### config.mk
export PLATFORM = sky130hd
export DESIGN_NAME = cpb_divider
export DESIGN_NICKNAME = d
export VERILOG_FILES = /design/src/rtl/cpb_pkg.sv /design/src/rtl/cpb_divider.sv
export SDC_FILE = /design/constraint.sdc
export NUM_CORES = 1
export LEC_CHECK = 0
export BUFFER_PORTS_ARGS = -buffer_cell sky130_fd_sc_hd__buf_4
export CAP_MARGIN = 20
export CORE_MARGIN = 2
export CORE_UTILIZATION = 53
export DETAILED_ROUTE_END_ITERATION = 8
export GPL_TIMING_DRIVEN = 0
export PLACE_DENSITY = 0.78
export SLEW_MARGIN = 25
export SYNTH_ARGS = -nofsm -noshare
export SYNTH_HDL_FRONTEND = slang
export SYNTH_SLANG_ARGS = --single-unit
export TNS_END_PERCENT = 5
### constraint.sdc
create_clock -name clk -period 2.19 [get_ports clk]
set_input_delay 0.219 -clock clk [delete_from_list [all_inputs] [get_ports clk]]
set_output_delay 0.219 -clock clk [all_outputs]
set_load 0.01 [all_outputs]
### src/rtl/cpb_pkg.sv
`timescale 1ns / 1ps

package cpb_pkg;

	localparam logic [1:0] ACT_CLEAR  = 2'd0;
	localparam logic [1:0] ACT_ADD    = 2'd1;
	localparam logic [1:0] ACT_LOOKUP = 2'd2;
	localparam logic [1:0] ACT_READ   = 2'd3;

	localparam int CFG_IDX_W  = 2;
	localparam int CFG_DATA_W = 4;

	localparam logic [CFG_IDX_W-1:0] REG_CHANNEL_MODE = 2'd0;
	localparam logic [CFG_IDX_W-1:0] REG_ALPHA_SHIFT  = 2'd1;

	localparam logic [7:0] MAGENTA_R = 8'd255;
	localparam logic [7:0] MAGENTA_G = 8'd0;
	localparam logic [7:0] MAGENTA_B = 8'd255;

	localparam int DIV_NUM_W = 16;
	localparam int DIV_DEN_W = 8;
	localparam int DIV_CNT_W = $clog2(DIV_NUM_W);

	typedef struct packed {
		logic [1:0] action;
		logic [7:0] alpha;
		logic [7:0] red;
		logic [7:0] green;
		logic [7:0] blue;
		logic [7:0] entry;
	} pix_item_t;

	typedef struct packed {
		logic [7:0]  index;
		logic        found;
		logic [8:0]  entries_used;
		logic        overflow;
		logic [7:0]  pal_alpha;
		logic [7:0]  pal_red;
		logic [7:0]  pal_green;
		logic [7:0]  pal_blue;
		logic [23:0] occurrences;
	} res_item_t;

endpackage

### src/rtl/cpb_divider.sv
`timescale 1ns / 1ps

module cpb_divider (
	input  logic                          clk,
	input  logic                          arst_n,
	input  logic                          start,
	input  logic [cpb_pkg::DIV_NUM_W-1:0] dividend,
	input  logic [cpb_pkg::DIV_DEN_W-1:0] divisor,
	output logic                          done,
	output logic [cpb_pkg::DIV_NUM_W-1:0] quotient
);

	import cpb_pkg::*;

	logic [DIV_DEN_W-1:0] den_q;
	logic [DIV_DEN_W-1:0] rem_q;
	logic [DIV_NUM_W-1:0] quo_q;
	logic [DIV_CNT_W-1:0] cnt_q;
	logic                 busy_q;
	logic                 done_q;
	logic [DIV_DEN_W:0]   trial;
	logic                 ge;

	// One quotient bit is resolved per cycle, most significant first.
	assign trial = {rem_q, quo_q[DIV_NUM_W-1]};
	assign ge    = (trial >= {1'b0, den_q});

	always_ff @(posedge clk or negedge arst_n) begin
		if (!arst_n) begin
			busy_q <= 1'b0;
			done_q <= 1'b0;
			cnt_q  <= '0;
		end else if (start) begin
			busy_q <= 1'b1;
			done_q <= 1'b0;
			cnt_q  <= '0;
		end else if (busy_q) begin
			cnt_q <= cnt_q + DIV_CNT_W'(1);
			if (cnt_q == DIV_CNT_W'(DIV_NUM_W - 1)) begin
				busy_q <= 1'b0;
				done_q <= 1'b1;
			end
		end else begin
			done_q <= 1'b0;
		end
	end

	always_ff @(posedge clk) begin
		if (start) begin
			den_q <= divisor;
			rem_q <= '0;
			quo_q <= dividend;
		end else if (busy_q) begin
			rem_q <= ge ? DIV_DEN_W'(trial - {1'b0, den_q}) : trial[DIV_DEN_W-1:0];
			quo_q <= {quo_q[DIV_NUM_W-2:0], ge};
		end
	end

	assign done     = done_q;
	assign quotient = quo_q;

endmodule

==> impl_results.md <==
- Crit. End Element: register
- Cell leakage power: approximately 1.1 nW
- Simple-gate share of the synthesized area: under 10%
- Post-DP HPWL: roughly 2800 um
- Die width: 64.7 um
- Num CTS Buffers: 5
- Worst-Margin Slew: approximately 0.59 ns
- Root Buffer: clkbuf_8
- Synth Area in XOR/XNOR: ~3.6%
- Max VDD drop: 0.732 mV
- Hold WS: between 0.1 and 0.15 ns
- Vias/cell: between 5 and 6
- Initial antenna violation count: 0
- Crit-path max FO: 3
- Post-Synth Adder-Cell Area: approximately 6.8%
- Clock transition at path regs: 0.07 ns
- Synth Warn #: 0
- Multi-input gate area: ~840 sq um
- Wirelength per Cell: 13.8 um
- P per Cell Area: 968 mW/mm^2
- Syn nets: 199
- Layout cells sized above 1: between 30% and 40%
- Final Max Tran Viols: 0
- Fin cells: ~260
- PortBufs: 43
- Diodes inserted: 0
- Yosys reg bits: 38
- Total wire length: ~3600 um
- Net count, final: 250
- GPL Wtd Cong: around 0.88
- GRT Overall Usage: a little under a fifth
- Hold crit path type: in2reg
- EDFF count, synth: 24
- Distinct cells, synth: 41
- Setup violations, final: 0
- FFs w/ async S/R, synth: between 10% and 20%
- Slew margin rel.: roughly three fifths
- Max frequency: 0.513 GHz
- TritonCTS clock tree: done
- Worst-Skew Late Latency: roughly 0.29 ns
- Synth Area per Inst: around 12 sq um
- P&R area growth vs syn: 24.8%
- Vias: between 1k and 1.5k
- # rows: 22
- Seq/Total Area, Yosys: a little over half
- Wire length of the first global-routing pass: 6010 um
- Finished Core Util: approximately 68%
- Arrival @ worst endpoint: 2.16 ns
- Setup repair bufs after CTS: 0
- Synth area leaders: edfxtp_1 37%, mux2_2 9.2%, dfxtp_1 8.2%, dfrtp_1 7.7%, ha_1 5.8%
- Final Skew: 0.00354 ns
- Cells after DPL: approximately 250
- DRC Markers: 0
- Vias in the first global route: around 1.3k
- Clk sinks: 38
- Main combinational cell family by area after synthesis: multiplexers
- Num ports: 44
- Min Tclk post-route: around 2 ns
- Largest net degree at the start of global routing: 17
- Setup CP Type: reg2reg
- Status: finished clean
- Final Hold Viols: 0
- Total core area: ~0.0036 sq mm
- FILL cells: 266
- CP required: approximately 2.4 ns
- Post-synth top cells: 24 x edfxtp_1, 16 x mux2_2, 16 x nor2_1
- Total die area: 0.00419 sq mm
- Multiplexer share of the synthesized area: roughly 13%
- Max cap viols: 0
- GRT overflow: 0
- Yosys top cell by area: edfxtp_1
- Fin crit share: 89.1%
- Starting Density: about 54%
- CTS Buffer Depth: 2
- Seq. cell area: slightly above 0.001 sq mm
- CP Launch Type: register
- RSZ-0062 raised after global routing: false
- Final ANT Viol Nets: 0
- Mapped Cells: 162
- Detailed-router iteration count before antenna repair: 4
- Mapped cell area: about 0.0020 sq mm
- Top_reg_cell synth: edfxtp_1
- DR iter-0 viols: 47
- Top cell type's share of synthesized area: a little under two fifths
- H-tree Lvls: 2
- Most common cell in the synthesized netlist: edfxtp_1
- Post-synthesis compound-gate area fraction: 10.2%
- Total Neg Setup Slack: 0 ns
- Die height: around 65 um
-- worst max-delay path: stages, from the launching register on --
cell	delay, ns
edfxtp_1	0.38
inv_1	0.09
ha_1	0.20
fa_1	0.21
nand2b_1	0.15
a21oi_1	0.09
or4_1	0.38
and4_1	0.20
o31ai_2	0.17
-- registers in the layout (all words and copies together), names as in the netlist --
name / count
quotient: 16
done: 1
busy_q: 1
den_q: 8
cnt_q: 4
rem_q: 8
-- final cells by class --
class / count / share of cell area, %
Sequential cell: 38 / 42.3
Multi-Input combinational cell: 106 / 34.5
Timing Repair Buffer: 44 / 13.6
Clock buffer: 7 / 3.54
Tap cell: 48 / 2.46
Inverter: 13 / 2.00
Buffer: 5 / 1.33
Clock inverter: 1 / 0.205
-- through the flow --
stage	setup WS [ns]	power [mW]	cell area [sq um]
after global placement	0.302	1.83	2340
final	0.239	2.36	2440
after CTS	0.227	2.38	2440
after global routing	0.0561	2.50	2440
after floorplan	0.340	1.63	1950
after detailed placement	0.249	1.88	2340
-- worst paths after layout --
check                      depth (start not counted)    startpoint  endpoint  slack [ns]
max                                                8  quotient[15]  rem_q[6]        0.24
min                                                1    divisor[7]  den_q[7]        0.10
max reg2reg                                        8  quotient[15]  rem_q[6]        0.24
min reg2reg                                        2      rem_q[4]  rem_q[4]        0.48
max in group asynchronous                          2        arst_n      done        1.82
min in group asynchronous                          2        arst_n  cnt_q[0]        0.26
-- where the power goes --
part / internal [mW] / switching [mW]
Clock: 0.254 / 0.241
Combinational: 0.456 / 0.445
Sequential: 0.888 / 0.0763
-- routing by layer --
metal  track usage, %  up-vias  wire length, um
met2             32.5       35             1850
li1                 -      680                -
met1             22.4      612             1480
met5                0        -                0
met4             7.18        0               58
met3             6.60        6              213
-- cell families (layout without fill, tap and decap cells) --
family / count (synthesis) / in the layout
AO/OA/AOI/OAI: 25 / 25
XOR/XNOR: 8 / 8
adder cells (fa/ha/maj): 10 / 10
buffers and inverters: 18 / 70
flip-flops: 38 / 38
multiplexers: 22 / 22
AND/OR/NAND/NOR: 41 / 41
-- layout by cell type, fill, tap and decap left out, types with 6 or more instances in the layout --
| master | n |
|---|---|
| ha_1 | 9 |
| clkbuf_8 | 6 |
| dfxtp_1 | 8 |
| dfrtp_1 | 6 |
| inv_1 | 13 |
| buf_4 | 43 |
| nor2_1 | 16 |
| nand2_1 | 11 |
| edfxtp_1 | 24 |
| mux2_2 | 16 |
-- what timing repair did --
item / 4_1_cts / 5_1_grt
resized for setup: 0 / 0
hold buffers: 1 / 0
endpoints found under the hold margin: 6 / 0
Note: power is estimated with default switching activity, not from simulation.
